===== src/hw/rtl/clt_pkg.sv =====
`timescale 1ns / 1ps

package clt_pkg;

    localparam logic [7:0] SPACE_BYTE = 8'h20;
    localparam logic [7:0] QUOTE_BYTE = 8'h22;
    localparam int HASH_ROTATE = 5;
    localparam int NUMBER_MAX = 15;

    typedef struct packed {
        logic       in_argument;
        logic       argument_start;
        logic [3:0] argument_number;
        logic       line_end;
        logic [4:0] argument_count;
        logic [7:0] name_hash;
    } t_result;

endpackage


===== src/hw/rtl/clt_core.sv =====
`timescale 1ns / 1ps

module clt_core #(
    parameter int MAX_ARGS = 16
) (
    input  logic             i_clk,
    input  logic             i_rst_n,
    input  logic             i_en,
    input  logic [7:0]       i_char,
    output clt_pkg::t_result o_result
);

    typedef enum logic [1:0] {
        MODE_BETWEEN    = 2'd0,
        MODE_PLAIN      = 2'd1,
        MODE_QUOTE_OPEN = 2'd2,
        MODE_QUOTE_TEXT = 2'd3
    } t_mode;

    localparam logic [4:0] COUNT_LIMIT = (MAX_ARGS > 31) ? 5'd31 : 5'(MAX_ARGS);

    t_mode      r_mode, n_mode;
    logic [7:0] r_hash, n_hash;
    logic       r_hash_active, n_hash_active;
    logic [4:0] r_args, n_args;

    logic       term;
    logic       printable;
    logic       text;
    logic       start;
    logic       count_up;
    logic [4:0] number;

    assign term      = (i_char < clt_pkg::SPACE_BYTE) || i_char[7];
    assign printable = (i_char > clt_pkg::SPACE_BYTE) && !i_char[7];

    always_comb begin
        n_hash        = r_hash;
        n_hash_active = r_hash_active;
        if (r_hash_active) begin
            if (printable) begin
                n_hash = ((r_hash << clt_pkg::HASH_ROTATE)
                         | (r_hash >> (8 - clt_pkg::HASH_ROTATE))) ^ i_char;
            end else begin
                n_hash_active = 1'b0;
            end
        end
    end

    always_comb begin
        n_mode   = r_mode;
        text     = 1'b0;
        start    = 1'b0;
        count_up = 1'b0;
        if (!term) begin
            unique case (r_mode)
                MODE_BETWEEN: begin
                    if (i_char == clt_pkg::QUOTE_BYTE) begin
                        count_up = 1'b1;
                        n_mode   = MODE_QUOTE_OPEN;
                    end else if (i_char > clt_pkg::SPACE_BYTE) begin
                        count_up = 1'b1;
                        n_mode   = MODE_PLAIN;
                        text     = 1'b1;
                        start    = 1'b1;
                    end
                end
                MODE_PLAIN: begin
                    if (i_char > clt_pkg::SPACE_BYTE) begin
                        text = 1'b1;
                    end else begin
                        n_mode = MODE_BETWEEN;
                    end
                end
                default: begin
                    if (i_char == clt_pkg::QUOTE_BYTE) begin
                        n_mode = MODE_BETWEEN;
                    end else begin
                        text   = 1'b1;
                        start  = (r_mode == MODE_QUOTE_OPEN);
                        n_mode = MODE_QUOTE_TEXT;
                    end
                end
            endcase
        end
    end

    always_comb begin
        n_args = r_args;
        if (count_up && (r_args < COUNT_LIMIT)) begin
            n_args = r_args + 5'd1;
        end
        if (n_args == 5'd0) begin
            number = 5'd0;
        end else begin
            number = n_args - 5'd1;
        end
        if (number > 5'(clt_pkg::NUMBER_MAX)) begin
            number = 5'(clt_pkg::NUMBER_MAX);
        end
    end

    always_comb begin
        o_result.in_argument     = text;
        o_result.argument_start  = start;
        o_result.argument_number = text ? number[3:0] : 4'd0;
        o_result.line_end        = term;
        o_result.argument_count  = n_args;
        o_result.name_hash       = n_hash;
    end

    always_ff @(posedge i_clk) begin
        if (!i_rst_n) begin
            r_mode        <= MODE_BETWEEN;
            r_hash        <= 8'd0;
            r_hash_active <= 1'b1;
            r_args        <= 5'd0;
        end else if (i_en) begin
            if (term) begin
                r_mode        <= MODE_BETWEEN;
                r_hash        <= 8'd0;
                r_hash_active <= 1'b1;
                r_args        <= 5'd0;
            end else begin
                r_mode        <= n_mode;
                r_hash        <= n_hash;
                r_hash_active <= n_hash_active;
                r_args        <= n_args;
            end
        end
    end

endmodule


===== src/hw/rtl/command_line_tokenizer_unit.sv =====
`timescale 1ns / 1ps
// command-line tokenizer: one raw byte in, one marked byte out
// slave channel s_axis_*: tdata[7:0] is the byte, one transfer per byte
// master channel m_axis_*: one transfer per input byte, tlast marks the
// byte that ends the line (below 0x20 or 0x80 and above); totals on that
// transfer are final for the line
// each byte passes through the input register and then the tokenizer step
// into the result register; throughput is one byte per cycle while the
// master channel does not stall; the scan state (mode, hash, count) is
// updated in the same cycle that a byte moves into the result register
// a stalled master channel holds the result; the input register still
// takes one byte, after that s_axis_tready drops until m_axis_tready
// returns
// reset (synchronous, i_rst_n low) empties both registers and returns the
// scan state to between arguments, hash zero, count zero; a line end does
// the same for the next line
module command_line_tokenizer_unit #(
    parameter int MAX_ARGS = 16
) (
    input  logic        i_clk,
    input  logic        i_rst_n,
    input  logic        s_axis_tvalid,
    output logic        s_axis_tready,
    input  logic [7:0]  s_axis_tdata,  // char_in[7:0]
    output logic        m_axis_tvalid,
    input  logic        m_axis_tready,
    // in_argument[0], argument_start[1], argument_number[5:2],
    // argument_count[10:6], name_hash[18:11], zero[23:19]
    output logic [23:0] m_axis_tdata,
    output logic        m_axis_tlast   // line_end
);

    logic             r_in_valid;
    logic [7:0]       r_in_char;
    logic             r_out_valid;
    clt_pkg::t_result r_out;
    clt_pkg::t_result step_result;
    logic             out_free;
    logic             advance;

    assign out_free      = !r_out_valid || m_axis_tready;
    assign advance       = r_in_valid && out_free;
    assign s_axis_tready = !r_in_valid || out_free;

    clt_core #(
        .MAX_ARGS(MAX_ARGS)
    ) u_core (
        .i_clk   (i_clk),
        .i_rst_n (i_rst_n),
        .i_en    (advance),
        .i_char  (r_in_char),
        .o_result(step_result)
    );

    always_ff @(posedge i_clk) begin
        if (!i_rst_n) begin
            r_in_valid <= 1'b0;
        end else if (s_axis_tready) begin
            r_in_valid <= s_axis_tvalid;
        end
    end

    always_ff @(posedge i_clk) begin
        if (s_axis_tready && s_axis_tvalid) begin
            r_in_char <= s_axis_tdata;
        end
    end

    always_ff @(posedge i_clk) begin
        if (!i_rst_n) begin
            r_out_valid <= 1'b0;
        end else if (out_free) begin
            r_out_valid <= advance;
        end
    end

    always_ff @(posedge i_clk) begin
        if (advance) begin
            r_out <= step_result;
        end
    end

    assign m_axis_tvalid = r_out_valid;
    assign m_axis_tlast  = r_out.line_end;
    assign m_axis_tdata  = {5'd0, r_out.name_hash, r_out.argument_count,
                            r_out.argument_number, r_out.argument_start,
                            r_out.in_argument};

`ifndef SYNTHESIS
    localparam logic [4:0] CHECK_LIMIT = (MAX_ARGS > 31) ? 5'd31 : 5'(MAX_ARGS);

    // the line-ending byte is never argument text
    a_end_no_text: assert property (@(posedge i_clk) disable iff (!i_rst_n)
        (m_axis_tvalid && m_axis_tlast) |-> (m_axis_tdata[1:0] == 2'b00))
        else $error("line end flagged as argument text");

    // a start byte is always text
    a_start_is_text: assert property (@(posedge i_clk) disable iff (!i_rst_n)
        (m_axis_tvalid && m_axis_tdata[1]) |-> m_axis_tdata[0])
        else $error("argument start without text");

    // count saturates at the limit
    a_count_limit: assert property (@(posedge i_clk) disable iff (!i_rst_n)
        m_axis_tvalid |-> (m_axis_tdata[10:6] <= CHECK_LIMIT))
        else $error("argument count above limit");

    // no new item enters the result register while a stalled result waits
    a_hold_result: assert property (@(posedge i_clk) disable iff (!i_rst_n)
        (r_out_valid && !m_axis_tready) |-> !advance)
        else $error("result overwritten during stall");
`endif

endmodule

===== config.mk =====
export PLATFORM = sky130hd
export DESIGN_NAME = command_line_tokenizer_unit
export DESIGN_NICKNAME = d
export VERILOG_FILES = /design/src/hw/rtl/clt_pkg.sv /design/src/hw/rtl/clt_core.sv /design/src/hw/rtl/command_line_tokenizer_unit.sv
export SDC_FILE = /design/constraint.sdc
export NUM_CORES = 1
export LEC_CHECK = 0
export BUFFER_PORTS_ARGS = -buffer_cell sky130_fd_sc_hd__buf_4
export CAP_MARGIN = 5
export CELL_PAD_IN_SITES_DETAIL_PLACEMENT = 0
export CELL_PAD_IN_SITES_GLOBAL_PLACEMENT = 2
export CORE_MARGIN = 5
export CORE_UTILIZATION = 38
export CTS_CLUSTER_SIZE = 12
export DETAILED_ROUTE_END_ITERATION = 6
export GPL_TIMING_DRIVEN = 0
export PLACE_DENSITY = 0.85
export SYNTH_ARGS = -nofsm -noshare
export SYNTH_HDL_FRONTEND = slang
export SYNTH_SLANG_ARGS = --single-unit

===== constraint.sdc =====
create_clock -name i_clk -period 5 [get_ports i_clk]
set_input_delay 0.25 -clock i_clk [delete_from_list [all_inputs] [get_ports i_clk]]
set_output_delay 0.25 -clock i_clk [all_outputs]
set_load 0.01 [all_outputs]

Yosys cells after proc, flatten, opt, wreduce, memory -nomap -nowiden
Index checks and enable logic that the tools add are counted.

Bits in registers: 46. Input port bits: 12. Output and inout port bits: 27. Word-level logic and storage cells: 65.

Add/sub/neg operators: 2. Magnitude comparators: 4. Equal/unequal tests: 5. Muxes and demuxes: 26. Bitwise operators: 2. Reduce and logical (&&, ||, !) cells: 13.

Operator list (count): 8-bit two-way mux (3); 5-bit two-way mux (3); 1-bit two-way mux (11); 2-bit two-way mux (5); 8-bit by 6-bit equality test with 1-bit output (second input constant) (1); 8-bit by 6-bit > comparator with 1-bit output (second input constant) (1); 8-bit by 6-bit less-than comparator with 1-bit output (second input constant) (1); 8-bit by 5-bit OR with 8-bit output (1); 8-bit XOR (1); 5-bit by 1-bit adder with 5-bit output (second input constant) (1); 5-bit by 4-bit > comparator with 1-bit output (second input constant) (1); 5-bit zero test (1); 5-bit less-than comparator (second input constant) (1); 5-bit by 1-bit subtractor with 5-bit output (second input constant) (1); 1-bit logical AND (4); 4-bit two-way mux (1); 4-bit by 1-bit inequality test with 1-bit output (second input constant) (1); 1-bit case mux with 2 select lines (2); 2-bit case mux with 2 select lines (1); 1-bit zero test (3); 1-bit logical OR (3); 3-bit by 2-bit inequality test with 1-bit output (second input constant) (1); 3-bit AND reduction (1); 2-bit by 1-bit equality test with 1-bit output (second input constant) (1); 2 further kinds (2).

Longest topological paths before layout
Gate-level depths: netlist (run 1).

Word-level depth: 11. Depth in mapped cells: 9. Mapped depth without buffers: 8.

Modules after synthesis
From an unflattened synthesis (run 1), not the netlist that was laid out.

Cells, all modules: 188. Area total of the unflattened synthesis: 2280.9 sq um.

By module, submodules not included: clt_core (instances 1, cells an instance 145, area an instance 1295.0 sq um, sequential area each 320.3 sq um); command_line_tokenizer_unit (instances 1, cells an instance 43, area an instance 985.9 sq um, sequential area each 880.8 sq um).

Worst setup path after synthesis (run 1)
No wires, ideal clock.

Kind: reg2reg. From: register r_in_char[7]. To: register r_out, in the netlist m_axis_tdata[4], data pin. Library setup time: 259 ps. Arrival: 1941 ps. Data required time: 4741 ps. Setup slack: 2801 ps. Stages on the path, launching flop included: 8. Buffers on the path: 0. Clock period less this slack: 2199 ps. Path through: edfxtp_1 > nor2_4 > inv_2 > or4_4 > nor4b_4 > xor2_2 > nor3b_2 > o31a_1.

RTL lines: start, declared (line command_line_tokenizer_unit.sv:34) `logic [7:0] r_in_char;`; start signal, assigned (line command_line_tokenizer_unit.sv:65) `r_in_char <= s_axis_tdata;`; end signal, assigned (line command_line_tokenizer_unit.sv:79) `r_out <= step_result;`; end, declared (line command_line_tokenizer_unit.sv:36) `clt_pkg::t_result r_out;`.

Final worst setup path (run 1)
From: register r_out_valid, in the netlist m_axis_tvalid. To: register u_core.r_mode[0].

Word-level cells in the longest chain between the ends: 4.

Ends and longest elaborated chain: start, declared (line command_line_tokenizer_unit.sv:35) `logic r_out_valid;`; start signal, assigned (line command_line_tokenizer_unit.sv:73) `r_out_valid <= advance;`; 1-bit zero test (line command_line_tokenizer_unit.sv:41) `assign out_free = !r_out_valid || m_axis_tready;`; 1-bit logical OR (line command_line_tokenizer_unit.sv:41); 1-bit logical AND (line command_line_tokenizer_unit.sv:42) `assign advance = r_in_valid && out_free;`; named net advance (line command_line_tokenizer_unit.sv:39) `logic advance;`; 3-bit AND reduction (no line); end signal, assigned (line clt_core.sv:125) `r_mode <= n_mode;`; end, declared (line clt_core.sv:22) `t_mode r_mode, n_mode;`.

The timed path passes the listed nets, and every way through them passes these cells. A chain may end at the register's enable or synchronous reset.

==> results of run 1 <==
[how the worst min path moves through the flow]
stage	startpoint	end	slack (ns)	cells after the start
2_1_floorplan	s_axis_tdata[0]	r_in_char[0]	0.35	0
3_3_place_gp	s_axis_tdata[3]	r_in_char[3]	0.43	1
3_5_place_dp	s_axis_tdata[2]	r_in_char[2]	0.43	1
4_1_cts	s_axis_tdata[2]	r_in_char[2]	0.12	1
5_1_grt	s_axis_tdata[6]	r_in_char[6]	0.11	1
6_report	s_axis_tdata[2]	r_in_char[2]	0.13	1
[worst max-delay path, delay by kind of cell (launching register included)]
family / cells / cell delay (ns)
simple gates: 4 / 0.76
compound gates: 1 / 0.13
flops: 1 / 0.33
buf+inv: 3 / 1.27
[layout make-up]
cell class	count	area (µm²)
Timing Repair Buffer	33	247.7
Tap cell	72	90.09
Inverter	6	22.52
Clock buffer	5	68.82
Clock inverter	2	33.78
Sequential cell	46	1201
Buffer	10	56.30
Multi-Input combinational cell	132	844.6
Fill cell	530	2874
[layer usage]
| metal | track usage | share of wire | up-vias |
|---|---|---|---|
| li1 | - | - | 756 |
| met1 | 0.1697 | 0.50 | 655 |
| met2 | 0.1900 | 0.42 | 38 |
| met3 | 0.03827 | 0.058 | 5 |
| met4 | 0.04317 | 0.015 | 0 |
| met5 | 0 | 0 | - |
[registers in the layout (all words and copies together), names as in the netlist]
| signal | flops |
|---|---|
| u_core.r_mode | 2 |
| r_in_char | 8 |
| r_in_valid | 1 |
| m_axis_tvalid | 1 |
| m_axis_tdata | 19 |
| u_core.r_hash_active | 1 |
| u_core.r_args | 5 |
| u_core.r_hash | 8 |
| m_axis_tlast | 1 |
[metrics by stage]
stage | hold WS (ns) | worst slack, ns | util | std cells | area (µm²)
after floorplan | 0.3489 | 2.801 | - | 194 | 2125
after global placement | 0.4292 | 2.306 | 0.4527 | 299 | 2462
after detailed placement | 0.4299 | 2.352 | 0.4527 | 299 | 2462
after CTS | 0.1191 | 2.351 | 0.4716 | 306 | 2565
after global routing | 0.1132 | 2.035 | 0.4716 | 306 | 2565
final | 0.1305 | 2.416 | 0.4716 | 306 | 2565
[cells in the mapped netlist, types with 2 or more instances]
cell       n  area share
inv_1      5      0.0089
edfxtp_1  28        0.40
nand2_1   16       0.028
nor2_1     5      0.0089
o21a_1     2      0.0071
mux2i_1    2      0.0095
mux2_2     3       0.016
nor3_1    11       0.026
a21oi_1   11       0.026
a22oi_1    4       0.014
xnor2_1    7       0.029
nor4b_1    2      0.0083
buf_4      5       0.018
a21boi_0   2      0.0071
a21o_1     2      0.0071
nor2b_1   15       0.044
and3_1     3      0.0089
nor2_4     2       0.011
and2_1     6       0.018
xor2_1     3       0.012
dfxtp_1   18        0.17
clkbuf_1   5      0.0089
o21ai_0   17       0.040
[cells by family after synthesis]
group           count (synthesis)  share of synthesized area
compound gates                 42                     0.1186
xor+xnor                       11                    0.04923
fa+ha+maj                       1                   0.005930
buf+inv                        16                    0.03737
flops                          46                     0.5694
mux                             5                    0.02550
other cells                     1                   0.001778
simple gates                   68                     0.1922
[report_power, final]
group          switching [mW]  internal [mW]  leakage [nW]
clock                   0.117          0.145        0.0517
combinational          0.0404         0.0322         0.511
sequential            0.00836          0.417         0.414
[cell usage in the layout, fill, tap and decap left out, types with 2 or more instances in the layout]
| cell type | synthesis | final |
|---|---|---|
| edfxtp_1 | 28 | 28 |
| nor3_1 | 11 | 11 |
| o21ai_0 | 17 | 17 |
| and2_1 | 6 | 6 |
| a21oi_1 | 11 | 11 |
| a21boi_0 | 2 | 2 |
| and3_1 | 3 | 3 |
| nor2b_1 | 15 | 15 |
| nor2_1 | 5 | 5 |
| a21o_1 | 2 | 2 |
| inv_1 | 5 | 5 |
| nor2_4 | 2 | 2 |
| buf_4 | 5 | 38 |
| dfxtp_1 | 18 | 18 |
| xnor2_1 | 7 | 7 |
| a22oi_1 | 4 | 4 |
| mux2_2 | 3 | 3 |
| clkbuf_8 | 0 | 5 |
| o21a_1 | 2 | 2 |
| nor4b_1 | 2 | 2 |
| clkbuf_1 | 5 | 5 |
| xor2_1 | 3 | 3 |
| conb_1 | 1 | 5 |
| mux2i_1 | 2 | 2 |
| nand2_1 | 16 | 16 |
==> reports/results.ini, run 1 <==
[yosys]
ys_seq_elements = 46
seq_area_frac_synth = 0.5694
ys_warn_count = 0
synth-edff-count = 28
async_flop_share = 0
synth_ff_type = edfxtp_1
synthCells = 190
synth_area_um2 = 2110
yosysUniqueCellTypes = 39
syn_area_per_cell_um2 = 11.10

[setup_path]
slowest_stage = inv_1
reg2reg_from = m_axis_tvalid
cp_max_fo = 24
cpPeakStageDelay_ns = 0.51
critPathArrivalTime_ns = 2.77
reg2reg_slack_ns = 2.42
reg2reg_depth = 8
crit_path_end = u_core.r_mode[0]
crit_path_start_kind = flip-flop
crit_chain = nor2b_1 > nand2b_1 > clkbuf_1 > inv_1 > nand2_1 > clkbuf_1 > o21ai_0 > and2_1
crit_type = flip-flop to flip-flop
cp-end-kind = flip-flop
startpoint = m_axis_tvalid
cp_common_cell = clkbuf_1
cp.required_ns = 5.19
reg2reg_to = u_core.r_mode[0]

[route]
drt_iter0_drc = 66
viasPerCell = 4.752
via_count = 1454
dr.pass1.iters = 4
wl_per_cell_um = 13.27
drc = 0
routed_wl_mm = 4.062
ant_nets = 0

[clocking]
cts-root-buf = clkbuf_8
cts_tree = built
htree_num_levels = 2
insertion_delay_ns = 0.29
numCtsBuffers = 5
ctsResizeCount = 0
clock-sinks = 46
postCtsHoldBufs = 0
cts_setup_buffers = 0
cts_buffer_depth = 2
clkTransAtPathRegs_ns = 0.08

[die]
initial_utilization = 0.3879
core_um2 = 5439
dieArea_um2 = 7141
fp.dieW_um = 84.51
die_h_um = 84.51
io_pins = 39
row_count = 27

[final_layout]
drive_gt1_frac = 0.2350
diodes = 0
syn2layout_area_growth_pct = 21.59
finalNetCount = 247

[power]
ir_drop_v = 0.0001413
p_total_mw = 0.7597
leakage_nw = 0.9766
power_density_nw_per_um2 = 296.2

[sta]
finalSetupViolations = 0
min_period_over_period = 0.5167
setup_tns_ns = 0
slew_headroom = 0.4091
tightest_slew_ns = 0.8854
fin_skew_ns = 0.002753
finalMaxSlewViolations = 0
period_needed_ns = 2.584
hold_violations = 0
fmax_ghz = 0.3871
rsz0062_at_grt = false

[placed_design]
dp_hpwl_mm = 2.905
portBuffers = 33
place_congestion = 0.7815

[job]
cap_violations = 0

[grt]
grt_pass1_vias = 1484
antenna_found_initial = 0
grt_max_degree = 25
track_usage = 0.1253
grt_overflow = 0
grt_pass1_wl_mm = 7.148

[hold_path]
hold_path.class = input port to flip-flop

[run_status]
status = complete, no violations

(Power assumes the default switching activity.)
==> inputs of run 2 (changes only) <==
CORE_UTILIZATION = 32   (was 38)
PLACE_DENSITY = 0.76   (was 0.85)
clock period = 2.2 ns   (was 5 ns; I/O delays follow)
==> run 2 against run 1 <==
Against the previous run:
- the run now ends with setup timing left
- sequential share of layout area fell by 4.9 points
- clock skew rose by 0.0033 ns
- worst hold slack got worse by 0.088 ns
- critical endpoint is now m_axis_tdata[4]
- largest cell class unchanged
- highest routed layer unchanged
==> reports/results.ini, run 2 (synthesis results as in run 1) <==
[run_status]
status = finished with violations
violations = setup timing

[clocking]
numCtsBuffers = 5
clkTransAtPathRegs_ns = 0.09
insertion_delay_ns = 0.29
clock-sinks = 46
cts-root-buf = clkbuf_8
htree_num_levels = 2
cts_tree = built
cts_buffer_depth = 2

[sta]
finalSetupViolations = 1
tightest_slew_ns = 0.6338
fin_skew_ns = 0.006074
fmax_ghz = 0.4406
timing.final.ws_setup_ns = -0.06972
timing.hold.ws_ns = 0.04208
hold_violations = 0
slew_headroom = 0.5752
period_needed_ns = 2.270
finalMaxSlewViolations = 0
min_period_over_period = 1.032
rsz0062_at_grt = true

[power]
internal_power_mw = 1.395
clkPwrFrac = 0.344
power_density_nw_per_um2 = 629.2
comb_power_share = 0.118
ir_drop_v = 0.0002829
leakage_nw = 1.108
swShare = 0.2265
p_total_mw = 1.803
p_sw_mw = 0.4084
seq_power_share = 0.538

[die]
dieArea_um2 = 8316
row_count = 29
fp.dieW_um = 91.19
io_pins = 39
initial_utilization = 0.3303
die_h_um = 91.19
core_um2 = 6386

[final_layout]
largest_reg_flops = 19
syn2layout_area_growth_pct = 35.82
mostFrequentLayoutCells = buf_4, edfxtp_1, dfxtp_1, nand2_1, o21ai_0
reg_top3 = m_axis_tdata (19), r_in_char (8), u_core.r_hash (8)
finalNetCount = 270
drive_gt1_frac = 0.3295
diodes = 0
final_area_um2 = 2865
max_flop_register = m_axis_tdata
final_common_cell = buf_4
fin_util = 0.4487

[setup_path]
cp_max_fo = 4
critPathArrivalTime_ns = 2.32
cp-end-kind = flip-flop
crit_path_start_kind = flip-flop
cp.required_ns = 2.25
reg2reg_from = r_in_char[7]
startpoint = r_in_char[7]
crit_type = flip-flop to flip-flop

[grt]
antenna_found_initial = 0
grt_pass1_vias = 1530
grt_overflow = 0
grt_max_degree = 15
track_usage = 0.1141
grt_pass1_wl_mm = 7.721

[placed_design]
place_congestion = 0.7362
placed_cell_area_um2 = 2469
portBuffers = 33
pre_cts_ws_ns = -0.4805
dp_hpwl_mm = 3.102

[route]
wl_met1_mm = 2.259
wl_met2_mm = 2.117
topRoutingLayerUsed = met4
drc = 0
ant_nets = 0
routed_wl_mm = 4.649
wl_per_cell_um = 13.88
drt_iter0_drc = 72
viasPerCell = 4.630
met3_wirelength_um = 218
dr.pass1.iters = 4
via_count = 1551

[hold_path]
hold_path.class = input port to flip-flop
hp-start = s_axis_tvalid

[job]
cap_violations = 0

==> run 2: changes by cell type in the layout (fill, tap and decap cells not counted), sizes merged <==
cell         before  now
clkbuf           10    9
inv               6    5
dlygate4sd3       0    8
clkinv            1    0
clkinvlp          0    3
buf              38   54
==> run 2: critical path, cell delays in order (launching register included) <==
cell and delay, ns:
edfxtp_1 0.48, nor2_4 0.16, inv_4 0.05, or4_4 0.46, nor4b_4 0.28, xor2_2 0.14
nor3b_2 0.17, o31a_1 0.28
==> run 2: stage by stage <==
step,TNS [ns],instances
3_3_place_gp,-8.214,304
5_1_grt,-0.4674,335
4_1_cts,-0.05088,329
2_1_floorplan,0,194
3_5_place_dp,-8.228,304
6_report,-0.06972,335
==> run 2: path summary, 6_finish.rpt <==
| path | slack [ns] | depth (start not counted) | endpoint |
|---|---|---|---|
| setup / recovery | -0.07 | 7 | m_axis_tdata[4] |
| hold reg to reg | 0.53 | 2 | u_core.r_hash_active |
| setup reg to reg | -0.07 | 7 | m_axis_tdata[4] |
| hold / removal | 0.04 | 3 | r_in_valid |
==> run 2: metal layers <==
layer	vias up	track usage
met4	0	0.03301
met3	5	0.03058
li1	798	-
met5	-	0
met1	708	0.1593
met2	40	0.1737
==> run 2: cell type report <==
type | instances | area [µm²]
fillers | 635 | 3521
flip-flops and latches | 46 | 1201
multi-input cells | 132 | 918.4
repair buffers | 57 | 451.7
well taps | 77 | 96.34
clock buffers | 6 | 72.57
plain buffers | 8 | 53.80
clock inverters | 2 | 37.54
inverters | 6 | 28.78
repair inverters | 1 | 5.005
==> run 2: repair_timing <==
| item | 4_1_cts | 5_1_grt |
|---|---|---|
| hold endpoints to repair | 8 | 0 |
| gates resized for setup | 14 | 6 |
| gates cloned | 1 | 0 |
| setup buffers | 9 | 7 |
| pin swaps | 4 | 7 |
| endpoints found under the setup margin | 26 | 19 |
| hold buffers | 8 | 0 |
==> run 2: power by group through the flow <==
stage	Combinational [mW]	Clock, mW	Sequential [mW]
3_5_place_dp	0.168	0	0.988
2_1_floorplan	0.0896	0	0.993
4_1_cts	0.202	0.642	0.969
3_3_place_gp	0.168	0	0.987
5_1_grt	0.234	0.689	0.974
6_report	0.213	0.620	0.970
==> inputs of run 3 (changes only) <==
BUFFER_PORTS_ARGS = -buffer_cell sky130_fd_sc_hd__buf_2   (was -buffer_cell sky130_fd_sc_hd__buf_4)
CAP_MARGIN = unset   (was 5)
CTS_CLUSTER_SIZE = 40   (was 12)
==> run 3 against run 2 <==
Against the previous run:
- the run still ends with setup timing left
- combinational power fell by 8%
- count of clock-buffer cells in the layout increased by 1
- critical path type unchanged
- worst setup slack better by 0.039 ns
- core utilization fell by 1.4 points
- global-route usage increased by 0.090 points
- cell count unchanged
- via count is 0.26% lower
==> reports/results.ini, run 3 (synthesis results as in run 1) <==
[run_status]
status = finished with violations
violations = setup timing

[route]
drt_iter0_drc = 95
wl_per_cell_um = 13.76
via_count = 1547
ant_nets = 0
dr.pass1.iters = 4
routed_wl_mm = 4.608
drc = 0
viasPerCell = 4.618

[grt]
track_usage = 0.1150
grt_overflow = 0
grt_pass1_vias = 1534
grt_pass1_wl_mm = 7.583
antenna_found_initial = 0
grt_max_degree = 14

[final_layout]
mostFrequentLayoutCells = buf_2, edfxtp_1, buf_4, dfxtp_1, o21ai_0
reg_top3 = m_axis_tdata (19), r_in_char (8), u_core.r_hash (8)
final_area_um2 = 2779
max_flop_register = m_axis_tdata
finalNetCount = 270
drive_gt1_frac = 0.3372
final_common_cell = buf_2
syn2layout_area_growth_pct = 31.73
diodes = 0
largest_reg_flops = 19

[hold_path]
hp-start = s_axis_tvalid
hold_path.class = input port to flip-flop
holdPathEnd = r_in_valid
min_path_cells = 3

[sta]
hold_violations = 0
tightest_slew_ns = 0.6152
setup_tns_ns = -0.03057
rsz0062_at_grt = true
fmax_ghz = 0.4483
slew_headroom = 0.5876
finalMaxSlewViolations = 0
min_period_over_period = 1.014
timing.hold.ws_ns = 0.04767
finalSetupViolations = 1
timing.final.ws_setup_ns = -0.03057
period_needed_ns = 2.231
fin_skew_ns = 0.004702

[setup_path]
cp.required_ns = 2.25
slowest_stage = or4_4
crit_path_start_kind = flip-flop
reg2reg_from = r_in_char[7]
reg2reg_to = m_axis_tdata[4]
crit_type = flip-flop to flip-flop
cpPeakStageDelay_ns = 0.45
crit_chain = nor2_4 > inv_4 > or4_4 > nor4b_4 > xor2_2 > nor3b_2 > o31a_1
cp-end-kind = flip-flop
path_delay_family = simple AND/OR/NAND/NOR gates
critPathArrivalTime_ns = 2.28
crit_buf_inv = 1
reg2reg_depth = 7
cp_max_fo = 3
reg2reg_slack_ns = -0.03

[clocking]
insertion_delay_ns = 0.29
cts_tree = built
htree_num_levels = 2
numCtsBuffers = 5
clkTransAtPathRegs_ns = 0.08
clock-sinks = 46
cts-root-buf = clkbuf_8
cts_buffer_depth = 2

[placed_design]
dp_hpwl_mm = 3.012
placed_cell_area_um2 = 2386
portBuffers = 33
place_congestion = 0.7219

[die]
initial_utilization = 0.3303
core_um2 = 6386
io_pins = 39
fp.dieW_um = 91.19
dieArea_um2 = 8316
row_count = 29
die_h_um = 91.19

[power]
ir_drop_v = 0.0002669
power_density_nw_per_um2 = 641.4
p_total_mw = 1.782
leakage_nw = 1.072

[job]
cap_violations = 0

## run 3: cell types whose count changed in the layout (fill, tap and decap cells not counted), sizes merged
cell | previous run | this run
clkinvlp | 3 | 2
clkbuf | 9 | 10
## run 3: final cells by class
type	instances	area, µm²
Clock inverter	1	30.03
Clock buffer	7	76.32
Multi-Input combinational cell	132	928.4
Timing Repair inverter	1	5.005
Buffer	9	55.05
Sequential cell	46	1201
Tap cell	77	96.34
Inverter	6	28.78
Fill cell	626	3607
Timing Repair Buffer	56	357.8
## run 3: worst reg2reg max path, stage by stage, from the launching register on
cell,delay [ns]
edfxtp_1,0.44
nor2_4,0.17
inv_4,0.04
or4_4,0.45
nor4b_4,0.32
xor2_2,0.14
nor3b_2,0.17
o31a_1,0.24
## run 3: routing by layer
metal / up-vias / share of wire / GRT usage / wire length [µm]
met5: - / 0 / 0 / 0
met4: 0 / 0.021 / 0.05257 / 96
met3: 9 / 0.046 / 0.02975 / 210
met2: 39 / 0.44 / 0.1719 / 2021
met1: 697 / 0.49 / 0.1558 / 2279
li1: 802 / - / - / -
## run 3: timing repair
| action | CTS | global route |
|---|---|---|
| buffers inserted | 11 | 4 |
| hold endpoints to repair | 8 | 0 |
| cloned | 1 | 0 |
| setup endpoints to repair | 25 | 14 |
| pin swaps | 5 | 6 |
| hold buffers | 8 | 0 |
| resized for setup | 11 | 11 |
## run 3: metrics by stage
| stage | instances | utilization | setup WS (ns) |
|---|---|---|---|
| after CTS | 331 | 0.4242 | 0.001684 |
| after detailed placement | 304 | 0.3736 | -0.4611 |
| after floorplan | 194 | - | 0.0005194 |
| after global placement | 304 | 0.3736 | -0.5026 |
| after global routing | 335 | 0.4351 | -0.1388 |
| final | 335 | 0.4351 | -0.03057 |
## run 3: power breakdown
group	switching, mW	internal (mW)
Clock	0.279	0.340
Sequential	0.0196	0.948
Combinational	0.106	0.0895
Total	0.404	1.38
## run 3: how the worst max path moves through the flow
stage / startpoint / end / slack [ns] / depth (start not counted)
after floorplan: r_in_char[7] / m_axis_tdata[4] / 0.0005 / 7
after global placement: m_axis_tvalid / u_core.r_mode[0] / -0.50 / 8
after detailed placement: m_axis_tvalid / u_core.r_mode[0] / -0.46 / 8
after CTS: r_in_char[7] / m_axis_tdata[4] / 0.002 / 7
after global routing: r_in_char[7] / m_axis_tdata[5] / -0.14 / 8
final: r_in_char[7] / m_axis_tdata[4] / -0.03 / 7
